**src/rtl/process_fifo_with_pid_removal_macros.svh**
```systemverilog
// ----------------------------------------------------------------------------
// Process queue assertion macros
// Shared concurrent assertion forms, clocked on clock, disabled in reset.
// ----------------------------------------------------------------------------
`ifndef PROCESS_FIFO_WITH_PID_REMOVAL_MACROS_SVH
`define PROCESS_FIFO_WITH_PID_REMOVAL_MACROS_SVH

// same-cycle implication
`define PFQ_ASSERT_IMPL(label, ante, cons) \
   label: assert property (@(posedge clock) disable iff (reset) (ante) |-> (cons)) \
      else $error("process queue assertion failed");

// next-cycle implication
`define PFQ_ASSERT_NEXT(label, ante, cons) \
   label: assert property (@(posedge clock) disable iff (reset) (ante) |=> (cons)) \
      else $error("process queue assertion failed");

`endif

```
**src/rtl/pfq_pkg.sv**
```systemverilog
// ----------------------------------------------------------------------------
// Process queue package
// Field widths, operation codes and the structs shared by the queue modules.
// ----------------------------------------------------------------------------
`default_nettype none

package pfq_pkg;

   localparam int FUNC_W    = 2;
   localparam int PID_W     = 22;
   localparam int PRI_W     = 8;
   localparam int RT_W      = 16;
   localparam int COUNT_W   = 5;
   localparam int DEPTH_DEF = 16;

   localparam int REQ_TDATA_W = 48;
   localparam int RSP_TDATA_W = 56;

   localparam logic [FUNC_W-1:0] FUNC_PUSH   = 2'd0;
   localparam logic [FUNC_W-1:0] FUNC_POP    = 2'd1;
   localparam logic [FUNC_W-1:0] FUNC_REMOVE = 2'd2;

   typedef struct packed {
      logic [RT_W-1:0]  rt;
      logic [PRI_W-1:0] pri;
      logic [PID_W-1:0] pid;
   } entry_type;

   typedef struct packed {
      logic [FUNC_W-1:0] func;
      entry_type         ent;
   } req_type;

   typedef struct packed {
      logic               ok;
      logic [COUNT_W-1:0] count;
      entry_type          ent;
   } res_type;

endpackage

`default_nettype wire

```
**src/rtl/pfq_mem.sv**
```systemverilog
// ----------------------------------------------------------------------------
// Process queue entry memory
// One write port, one read port, registered read data.
// ----------------------------------------------------------------------------
`default_nettype none

module pfq_mem #(
   parameter int  DEPTH = pfq_pkg::DEPTH_DEF,
   localparam int AW    = $clog2(DEPTH)
) (
   input  wire logic              clock,
   input  wire logic              wr_en,
   input  wire logic [AW-1:0]     wr_addr,
   input  wire pfq_pkg::entry_type wr_data,
   input  wire logic              rd_en,
   input  wire logic [AW-1:0]     rd_addr,
   output pfq_pkg::entry_type     rd_data
);

   pfq_pkg::entry_type mem_ff [DEPTH];
   pfq_pkg::entry_type rd_data_ff;

   always_ff @(posedge clock) begin
      if (wr_en) begin
         mem_ff[wr_addr] <= wr_data;
      end
      if (rd_en) begin
         rd_data_ff <= mem_ff[rd_addr];
      end
   end

   assign rd_data = rd_data_ff;

endmodule

`default_nettype wire

```
**src/rtl/pfq_ctrl.sv**
```systemverilog
// ----------------------------------------------------------------------------
// Process queue controller
// Push at tail, scan for the head or a pid, then shift later entries down.
// ----------------------------------------------------------------------------
`default_nettype none

`include "process_fifo_with_pid_removal_macros.svh"

module pfq_ctrl #(
   parameter int  DEPTH = pfq_pkg::DEPTH_DEF,
   localparam int AW    = $clog2(DEPTH),
   localparam int CW    = $clog2(DEPTH + 1)
) (
   input  wire logic               clock,
   input  wire logic               reset,
   input  wire logic               req_valid,
   output logic                    req_ready,
   input  wire pfq_pkg::req_type   req,
   output logic                    res_valid,
   input  wire logic               res_ready,
   output pfq_pkg::res_type        res,
   output logic                    wr_en,
   output logic [AW-1:0]           wr_addr,
   output pfq_pkg::entry_type      wr_data,
   output logic                    rd_en,
   output logic [AW-1:0]           rd_addr,
   input  wire pfq_pkg::entry_type rd_data
);

   typedef enum logic [3:0] {
      ST_IDLE  = 4'b0001,
      ST_SCAN  = 4'b0010,
      ST_SHIFT = 4'b0100,
      ST_DONE  = 4'b1000
   } state_type;

   state_type                 state_ff, state_in;
   logic [CW-1:0]             cnt_ff, cnt_in;
   logic [CW-1:0]             idx_ff, idx_in;
   logic                      pend_ff, pend_in;
   logic [AW-1:0]             pend_idx_ff, pend_idx_in;
   logic                      pop_ff, pop_in;
   logic [pfq_pkg::PID_W-1:0] key_ff, key_in;
   logic                      ok_ff, ok_in;
   pfq_pkg::entry_type        got_ff, got_in;

   logic                      issue;
   logic                      hit;
   logic [CW+pfq_pkg::COUNT_W-1:0] cnt_wide;

   always_comb begin
      state_in    = state_ff;
      cnt_in      = cnt_ff;
      idx_in      = idx_ff;
      pend_in     = 1'b0;
      pend_idx_in = pend_idx_ff;
      pop_in      = pop_ff;
      key_in      = key_ff;
      ok_in       = ok_ff;
      got_in      = got_ff;
      rd_en       = 1'b0;
      rd_addr     = idx_ff[AW-1:0];
      wr_en       = 1'b0;
      wr_addr     = pend_idx_ff - 1'b1;
      wr_data     = rd_data;
      res_valid   = 1'b0;
      issue       = idx_ff < cnt_ff;
      hit         = pop_ff || (rd_data.pid == key_ff);

      case (state_ff)
         ST_IDLE: begin
            if (req_valid) begin
               ok_in    = 1'b0;
               got_in   = '0;
               key_in   = req.ent.pid;
               pop_in   = (req.func == pfq_pkg::FUNC_POP);
               idx_in   = '0;
               state_in = ST_DONE;
               case (req.func)
                  pfq_pkg::FUNC_PUSH: begin
                     if (cnt_ff < CW'(DEPTH)) begin
                        wr_en   = 1'b1;
                        wr_addr = cnt_ff[AW-1:0];
                        wr_data = req.ent;
                        cnt_in  = cnt_ff + 1'b1;
                        ok_in   = 1'b1;
                     end
                  end
                  pfq_pkg::FUNC_POP, pfq_pkg::FUNC_REMOVE: begin
                     if (cnt_ff != '0) begin
                        state_in = ST_SCAN;
                     end
                  end
                  default: begin
                  end
               endcase
            end
         end
         ST_SCAN: begin
            rd_en       = issue;
            pend_in     = issue;
            pend_idx_in = idx_ff[AW-1:0];
            idx_in      = idx_ff + {{(CW-1){1'b0}}, issue};
            if (pend_ff && hit) begin
               ok_in    = 1'b1;
               got_in   = rd_data;
               state_in = ST_SHIFT;
            end else if (!issue) begin
               state_in = ST_DONE;
            end
         end
         ST_SHIFT: begin
            rd_en       = issue;
            pend_in     = issue;
            pend_idx_in = idx_ff[AW-1:0];
            idx_in      = idx_ff + {{(CW-1){1'b0}}, issue};
            wr_en       = pend_ff;
            if (!pend_ff && !issue) begin
               cnt_in   = cnt_ff - 1'b1;
               state_in = ST_DONE;
            end
         end
         ST_DONE: begin
            res_valid = 1'b1;
            if (res_ready) begin
               state_in = ST_IDLE;
            end
         end
         default: begin
            state_in = ST_IDLE;
         end
      endcase
   end

   always_ff @(posedge clock) begin
      if (reset) begin
         state_ff <= ST_IDLE;
         cnt_ff   <= '0;
         pend_ff  <= 1'b0;
      end else begin
         state_ff <= state_in;
         cnt_ff   <= cnt_in;
         pend_ff  <= pend_in;
      end
   end

   always_ff @(posedge clock) begin
      idx_ff      <= idx_in;
      pend_idx_ff <= pend_idx_in;
      pop_ff      <= pop_in;
      key_ff      <= key_in;
      ok_ff       <= ok_in;
      got_ff      <= got_in;
   end

   assign req_ready = (state_ff == ST_IDLE);
   assign cnt_wide  = {{pfq_pkg::COUNT_W{1'b0}}, cnt_ff};
   assign res.ok    = ok_ff;
   assign res.ent   = got_ff;
   assign res.count = cnt_wide[pfq_pkg::COUNT_W-1:0];

   `PFQ_ASSERT_IMPL(a_cnt_bound, 1'b1, cnt_ff <= CW'(DEPTH))
   `PFQ_ASSERT_IMPL(a_port_apart, wr_en && rd_en, wr_addr != rd_addr)
   `PFQ_ASSERT_IMPL(a_shift_addr, (state_ff == ST_SHIFT) && wr_en, pend_idx_ff != '0)
   `PFQ_ASSERT_NEXT(a_remove_dec, (state_ff == ST_SHIFT) && (state_in == ST_DONE),
      cnt_ff == $past(cnt_ff) - 1'b1)
   `PFQ_ASSERT_IMPL(a_miss_zero, (state_ff == ST_DONE) && !ok_ff, got_ff == '0)

endmodule

`default_nettype wire

```
**src/rtl/process_fifo_with_pid_removal.sv**
```systemverilog
// ----------------------------------------------------------------------------
// Process queue with removal by pid
// Ordered queue of process descriptors; push, pop and remove-by-pid.
// ----------------------------------------------------------------------------
// Usage:
//   req channel carries one command word: tuser selects push, pop or remove
//   by pid; tdata carries pid, priority and runtime. rsp channel returns one
//   word per command: tuser is the success flag, tdata the removed entry
//   (zero when nothing is removed) and the entry count after the command.
//   Entries sit in one memory, slot 0 at the head. A push writes the tail
//   slot and completes without a scan. Pop and remove read from the head one
//   slot per cycle until a match, then move each later slot down one place;
//   a miss ends the scan with no shift, and an empty queue skips the scan.
//   One command is in work at a time; the next is accepted once the current
//   result has moved into the output register, even while that register
//   still waits on rsp_tready. A stalled receiver holds the result and, once
//   the next command completes, stalls the queue.
//   Reset empties the queue; slot contents need no clearing.
// ----------------------------------------------------------------------------
`default_nettype none

module process_fifo_with_pid_removal #(
   parameter int DEPTH = pfq_pkg::DEPTH_DEF
) (
   input  wire logic                            clock,
   input  wire logic                            reset,
   input  wire logic                            req_tvalid,
   output logic                                 req_tready,
   // pid[21:0], priority_req[29:22], runtime[45:30], zero fill
   input  wire logic [pfq_pkg::REQ_TDATA_W-1:0] req_tdata,
   // func[1:0]
   input  wire logic [pfq_pkg::FUNC_W-1:0]      req_tuser,
   output logic                                 rsp_tvalid,
   input  wire logic                            rsp_tready,
   // out_pid[21:0], out_priority[29:22], out_runtime[45:30], count[50:46], zero fill
   output logic [pfq_pkg::RSP_TDATA_W-1:0]      rsp_tdata,
   // ok[0]
   output logic                                 rsp_tuser
);

   localparam int AW     = $clog2(DEPTH);
   localparam int RSP_DW = pfq_pkg::PID_W + pfq_pkg::PRI_W + pfq_pkg::RT_W
                           + pfq_pkg::COUNT_W;

   pfq_pkg::req_type   req;
   pfq_pkg::res_type   res;
   logic               res_valid;
   logic               res_ready;
   logic               wr_en;
   logic [AW-1:0]      wr_addr;
   pfq_pkg::entry_type wr_data;
   logic               rd_en;
   logic [AW-1:0]      rd_addr;
   pfq_pkg::entry_type rd_data;

   logic               rsp_valid_ff, rsp_valid_in;
   pfq_pkg::res_type   rsp_ff;

   assign req.func    = req_tuser;
   assign req.ent.pid = req_tdata[pfq_pkg::PID_W-1:0];
   assign req.ent.pri = req_tdata[pfq_pkg::PID_W +: pfq_pkg::PRI_W];
   assign req.ent.rt  = req_tdata[pfq_pkg::PID_W + pfq_pkg::PRI_W +: pfq_pkg::RT_W];

   pfq_ctrl #(
      .DEPTH(DEPTH)
   ) u_ctrl (
      .clock     (clock),
      .reset     (reset),
      .req_valid (req_tvalid),
      .req_ready (req_tready),
      .req       (req),
      .res_valid (res_valid),
      .res_ready (res_ready),
      .res       (res),
      .wr_en     (wr_en),
      .wr_addr   (wr_addr),
      .wr_data   (wr_data),
      .rd_en     (rd_en),
      .rd_addr   (rd_addr),
      .rd_data   (rd_data)
   );

   pfq_mem #(
      .DEPTH(DEPTH)
   ) u_mem (
      .clock   (clock),
      .wr_en   (wr_en),
      .wr_addr (wr_addr),
      .wr_data (wr_data),
      .rd_en   (rd_en),
      .rd_addr (rd_addr),
      .rd_data (rd_data)
   );

   assign res_ready = !rsp_valid_ff || rsp_tready;

   always_comb begin
      rsp_valid_in = rsp_valid_ff;
      if (res_valid && res_ready) begin
         rsp_valid_in = 1'b1;
      end else if (rsp_tready) begin
         rsp_valid_in = 1'b0;
      end
   end

   always_ff @(posedge clock) begin
      if (reset) begin
         rsp_valid_ff <= 1'b0;
      end else begin
         rsp_valid_ff <= rsp_valid_in;
      end
   end

   always_ff @(posedge clock) begin
      if (res_valid && res_ready) begin
         rsp_ff <= res;
      end
   end

   assign rsp_tvalid = rsp_valid_ff;
   assign rsp_tuser  = rsp_ff.ok;
   assign rsp_tdata  = {{(pfq_pkg::RSP_TDATA_W - RSP_DW){1'b0}}, rsp_ff.count,
                        rsp_ff.ent.rt, rsp_ff.ent.pri, rsp_ff.ent.pid};

endmodule

`default_nettype wire
```
**config.mk**
```make
export PLATFORM = sky130hd
export DESIGN_NAME = process_fifo_with_pid_removal
export DESIGN_NICKNAME = d
export VERILOG_FILES = /design/src/rtl/pfq_pkg.sv /design/src/rtl/pfq_mem.sv /design/src/rtl/pfq_ctrl.sv /design/src/rtl/process_fifo_with_pid_removal.sv
export VERILOG_INCLUDE_DIRS = /design/src /design/src/rtl
export SDC_FILE = /design/constraint.sdc
export NUM_CORES = 1
export LEC_CHECK = 0
export BUFFER_PORTS_ARGS = -buffer_cell sky130_fd_sc_hd__buf_2
export CAP_MARGIN = 20
export CORE_MARGIN = 8
export CORE_UTILIZATION = 38
export CTS_CLUSTER_DIAMETER = 60
export DETAILED_ROUTE_END_ITERATION = 12
export PLACE_DENSITY = 0.57
export SYNTH_ARGS = -nofsm -noshare
export SYNTH_HDL_FRONTEND = slang
export SYNTH_HIERARCHICAL = 1
export SYNTH_SLANG_ARGS = --single-unit
```
**constraint.sdc**
```tcl
create_clock -name clock -period 7.17 [get_ports clock]
set_input_delay 1.0755 -clock clock [delete_from_list [all_inputs] [get_ports clock]]
set_output_delay 1.0755 -clock clock [all_outputs]
set_load 0.05 [all_outputs]
```
Word-level counts from Yosys, hierarchy flattened:

Memories as Yosys holds them, arrays and structs flattened. A register that Yosys moved wholly into a read port is not among the register bits.
Cells that the tools add are included.

* bits in registers: 142
* bits in writable memories: 736
* input port bits: 54
* output and inout bits: 59
* logic and storage cells: 98
* memories: 1

Memory list
* u_mem.mem_ff: words 16, bits a word 46, read ports 1, clocked after memory_dff 1, wr ports 1, line pfq_mem.sv:20 `pfq_pkg::entry_type mem_ff [DEPTH];`

* add/subtract/negate cells: 4
* magnitude comparators: 2
* eq/ne operators: 14
* mux-type cells: 39
* reductions and logical operators: 21

Operator list (count)
* $mux 46: 6
* $pmux 46 s2: 1
* $mux 4: 11
* $mux 5: 5
* $eq 22x22->1: 1
* $pmux 5 s2: 2
* $pmux 4 s4: 1
* $mux 1: 11
* $ne 2x1->1 const B: 4
* $reduce_bool 2->1: 4
* $add 5x1->5: 1
* $add 5x1->5 const B: 1
* $lt 5x5->1: 1
* $lt 5x5->1 const B: 1
* $reduce_and 5->1: 1
* $reduce_bool 5->1: 1
* $sub 5x1->5 const B: 1
* $eq 4x1->1 const B: 1
* $eq 4x2->1 const B: 1
* $eq 4x3->1 const B: 1
* $eq 4x4->1 const B: 1
* $ne 2x2->1 const B: 2
* $pmux 1 s2: 2
* $reduce_and 2->1: 2
* 11 further kinds: 17

Longest topological paths before layout:

* word-level depth: 7
* mapped depth: 11
* depth with buffers taken out: 11

Modules after synthesis:

Netlist, hierarchy kept.

By module, submodules not included
* pfq_mem: times used 1, cells each 1191, area each 28954.0 um2, sequential area each 23482.5 um2
* pfq_ctrl: times used 1, cells each 338, area each 4595.7 um2, sequential area each 2572.5 um2
* process_fifo_with_pid_removal: times used 1, cells each 63, area each 1657.8 um2, sequential area each 1581.5 um2

Worst setup path after synthesis:

No wires, ideal clock.

* path type: input-to-reg
* start: input req_tuser[1] in the netlist's numbering
* end: memory u_mem/mem_ff[0][0] in the netlist's numbering (enable)
* setup time: 0.506 ns
* arrival: 5.541 ns
* data required time: 6.664 ns
* path slack: 1.122 ns
* cell stages on the path: 9
* buffers on the path: 2
* cell sequence: inv_1 -> ha_1 -> nand4_2 -> buf_6 -> buf_6 -> nand2_1 -> o21ai_0 -> or3b_2 -> nor3_1

* elaborated cells between the ends (all ways): 9
* those cells by class: mux (8); reduce/logical (1)

RTL lines
* start, declared: line process_fifo_with_pid_removal.sv:32 `input wire logic [pfq_pkg::FUNC_W-1:0] req_tuser,`
* $logic_not 2->1: line pfq_ctrl.sv:79 `case (req.func)`
* $mux 4: line pfq_ctrl.sv:79
* $mux 4: line pfq_ctrl.sv:72 `if (req_valid) begin`
* $mux 4: line pfq_ctrl.sv:70 `case (state_ff)`
* via wr_addr[2]: line process_fifo_with_pid_removal.sv:50 `logic [AW-1:0] wr_addr;`
* end, declared: line pfq_mem.sv:20

The timed path passes the listed nets, and every way through them passes these cells.

Worst setup path after layout:

* start: register u_ctrl.state_ff[3]
* end: memory u_mem/mem_ff[3][9] in the netlist's numbering (enable)

* elaborated cells between the ends (all ways): 6
* those cells by class: eq/ne (2); mux (4)

RTL lines
* start, declared: line pfq_ctrl.sv:37 `state_type state_ff, state_in;`
* start signal, assigned: line pfq_ctrl.sv:141 `state_ff <= state_in;`
* $eq 4x1->1: line pfq_ctrl.sv:70
* $mux 4: line pfq_ctrl.sv:70
* via wr_addr[1]: line process_fifo_with_pid_removal.sv:50

The timed path passes the listed nets, and every way through them passes these cells.

==> impl_results.md <==
- Reg clk slew, reported paths: 60 ps
- PortBufs: 105
- Count of flip-flops with a built-in enable after synthesis: ~910
- Net Sw Frac: 23.9%
- ANT cells: 0
- WL final: 76500 um
- #FFs+latches synth: roughly 920
- Crit Path Category: reg2reg
- Global-route usage over all layers: 14.8%
- Die Y: approximately 320 um
- Hold Buf Count CTS: 0
- Clock skew: approximately 19 ps
- Largest net degree at the start of global routing: roughly 130
- Die width: between 300 and 400 um
- Peak supply drop: 0.000198 V
- Maxcap violations: 0
- Synth Cell Area: between 0.03 and 0.04 sq mm
- Area of the multi-input gates: roughly 0.007 sq mm
- Sequential share of power: a little under half
- Number of H-tree levels: 3
- Initial Util: 38.4%
- Final cell count without fillers: between 3000 and 4000
- Top FF cell, synth: edfxtp_1
- Critical Path Start Type: flip-flop
- Post-route ant nets: 0
- Core area: between 0.09 and 0.1 sq mm
- FF+latch area: 0.0276 sq mm
- Root buffer cell: clkbuf_16
- Arrival time at the worst endpoint: 4660 ps
- Resize count post-CTS: 0
- I/O pin count: ~110
- Outcome: finished clean
- Asr flop ratio synth: 0%
- Filler cell count: 7747
- Final nets: 1820
- Sw Pwr: 3.11 mW
- Synth cell types: 50
- TritonCTS clock tree: done
- Fin crit share: roughly 61%
- GRT Residual Overflow: 0
- Post-synthesis sequential area ratio: around four fifths
- Syn avg cell area: between 20 and 25 sq um
- Hold Fails Final Rpt: 0
- CP required: about 7500 ps
- Min cycle time layout: 4380 ps
- FMAX: approximately 0.23 GHz
- Hpwl dp: 41000 um
- Worst relative slew slack: between 30% and 40%
- Max-slew violation count: 0
- WHS: 415 ps
- Fin util: between 40 and 50%
- Antenna violations before repair: 2
- Setup TNS Final: 0 ps
- Ys Warns: 6
- Leakage power: around 13 nW
- Clk pwr share: between 30% and 40%
- # rows: about 110
- Combinational share of power: around 13%
- Mapped Cells: roughly 1600
- Post-Place Cells: between 2000 and 3000
- GP Congestion: around 0.71
- Vias/cell: just over 5
- Reg-to-reg setup timing slack: 2790 ps
- Final setup fails: 0
- DRC violations left: 0
- Drt pass-1 iters: 5
- Vias in the first global route: 17200
- WL/cell: around 25 um
- Max clock buf depth: 3
- Initial drt markers: approximately 1300
- RSZ-0062 raised after global routing: no
- Synthesis-to-layout area growth: 15.4%
- Min-Delay Path Class: reg2reg
- Via count: between 15000 and 20000
- Internal power: just under 10 mW
- Worst skew pair latency: between 600 and 700 ps
- Slew @ Worst Pin: between 1000 and 1500 ps
- Max FO, Critical Path: 27
- Share of cells above drive strength 1: slightly above 30%
- Number of clock sinks: between 900 and 1000
- CTS buffer count: between 90 and 100
- P per Cell Area: between 300 and 400 mW/mm^2
- First-pass GRT wire length: about 110000 um
- Post-CTS setup buffers: 0
- Area of the die: a little over 0.1 sq mm
- Crit path capture type: flip-flop
==> critical path, stage by stage (launching register included) <==
cell,delay [ps]
dfxtp_1,350
or4b_4,560
clkinv_2,110
nand4_4,390
a21oi_1,750
nand2_1,430
nor2_4,800
buf_4,590
==> through the flow <==
step / area (sq um) / setup slack [ps] / total power [mW]
2_1_floorplan: 35200 / 1120 / 7.53
5_1_grt: 40600 / 2570 / 13.5
3_5_place_dp: 37300 / 2250 / 7.98
3_3_place_gp: 37300 / 2360 / 7.96
4_1_cts: 40600 / 2780 / 13.2
6_report: 40600 / 2790 / 13.0
==> path summary, 6_finish.rpt <==
| path | from | cells after the start | to |
|---|---|---|---|
| setup / recovery | u_ctrl/state_ff[3] | 7 | u_mem/mem_ff[3][9] |
| hold reg to reg | u_ctrl/res[0] | 0 | rsp_tdata[0] |
| setup reg to reg | u_ctrl/state_ff[3] | 7 | u_mem/mem_ff[3][9] |
| hold / removal | u_ctrl/res[0] | 0 | rsp_tdata[0] |
==> per-layer routing <==
metal	track usage, %	vias to the layer above	part of all wire [%]
li1	-	6921	-
met3	2.34	91	4.9
met5	0	-	0
met1	19.6	8556	43
met2	25.5	418	51
met4	3.92	0	1.7
==> cell usage after synthesis (2+ instances only) <==
cell | count | area [sq um]
a21oi_1 | 13 | 65.1
nor2b_1 | 4 | 25.0
nor3_1 | 7 | 35.0
nand2b_1 | 3 | 18.8
ha_1 | 12 | 150
mux2i_1 | 2 | 20.0
mux2_2 | 15 | 169
buf_2 | 5 | 25.0
nand2_1 | 56 | 210
mux2_4 | 31 | 465
buf_1 | 18 | 67.6
mux4_2 | 184 | 4140
a22oi_1 | 92 | 691
dfxtp_1 | 11 | 220
buf_4 | 19 | 143
inv_1 | 15 | 56.3
edfxtp_1 | 913 | 27400
nor2_1 | 29 | 109
clkbuf_1 | 26 | 97.6
nand4_1 | 6 | 37.5
buf_6 | 14 | 158
xor2_1 | 7 | 61.3
nand3b_1 | 2 | 15.0
nor4b_1 | 2 | 17.5
a21o_1 | 7 | 52.6
o21ai_0 | 2 | 10.0
xnor2_1 | 24 | 210
a211o_1 | 2 | 17.5
nand3_1 | 4 | 20.0
and2_1 | 47 | 294
==> state kept, by name, summed over array words and instances, names as in the netlist, 5 cells and up <==
name,flops
u_ctrl/cnt_ff,5
u_ctrl/key_ff,22
u_mem/rd_data,46
u_mem/mem_ff,736
rsp_tdata,51
u_ctrl/res,46
u_ctrl/idx_ff,5
==> power by group through the flow <==
stage               combinational (mW)  clock, mW  sequential, mW
CTS                               1.70       5.32            6.17
global placement                  1.68          0            6.28
floorplan                         1.19          0            6.34
global route                      1.80       5.52            6.18
finish                            1.66       5.19            6.16
detailed placement                1.70          0            6.28
==> cells by family (layout without fill, tap and decap cells) <==
| logic type | count (synthesis) | in the layout | share of synthesized area, % |
|---|---|---|---|
| mux | 232 | 232 | 13.6 |
| simple gates | 170 | 170 | 2.49 |
| xor+xnor | 31 | 31 | 0.771 |
| flops | 924 | 924 | 78.5 |
| other cells | 1 | 5 | 0.0107 |
| buf+inv | 98 | 337 | 1.57 |
| fa+ha+maj | 13 | 13 | 0.483 |
| compound gates | 123 | 123 | 2.55 |
==> placed cells by master, fill, tap and decap left out, types with 24 or more instances in the layout <==
cell / instances
buf_2: 105
mux2_4: 31
nand2_1: 55
mux4_2: 184
a22oi_1: 92
and2_1: 46
clkinv_2: 25
edfxtp_1: 913
buf_4: 31
clkbuf_16: 100
xnor2_1: 24
==> cell type report <==
type	count	share of cell area, %
Clock buffer	112	6.27
Clock inverter	69	1.96
Inverter	16	0.151
Multi-Input combinational cell	574	17.7
Sequential cell	924	68.0
Tap cell	1243	3.83
Timing Repair Buffer	140	2.04
Power figures use the tool's default switching activity.
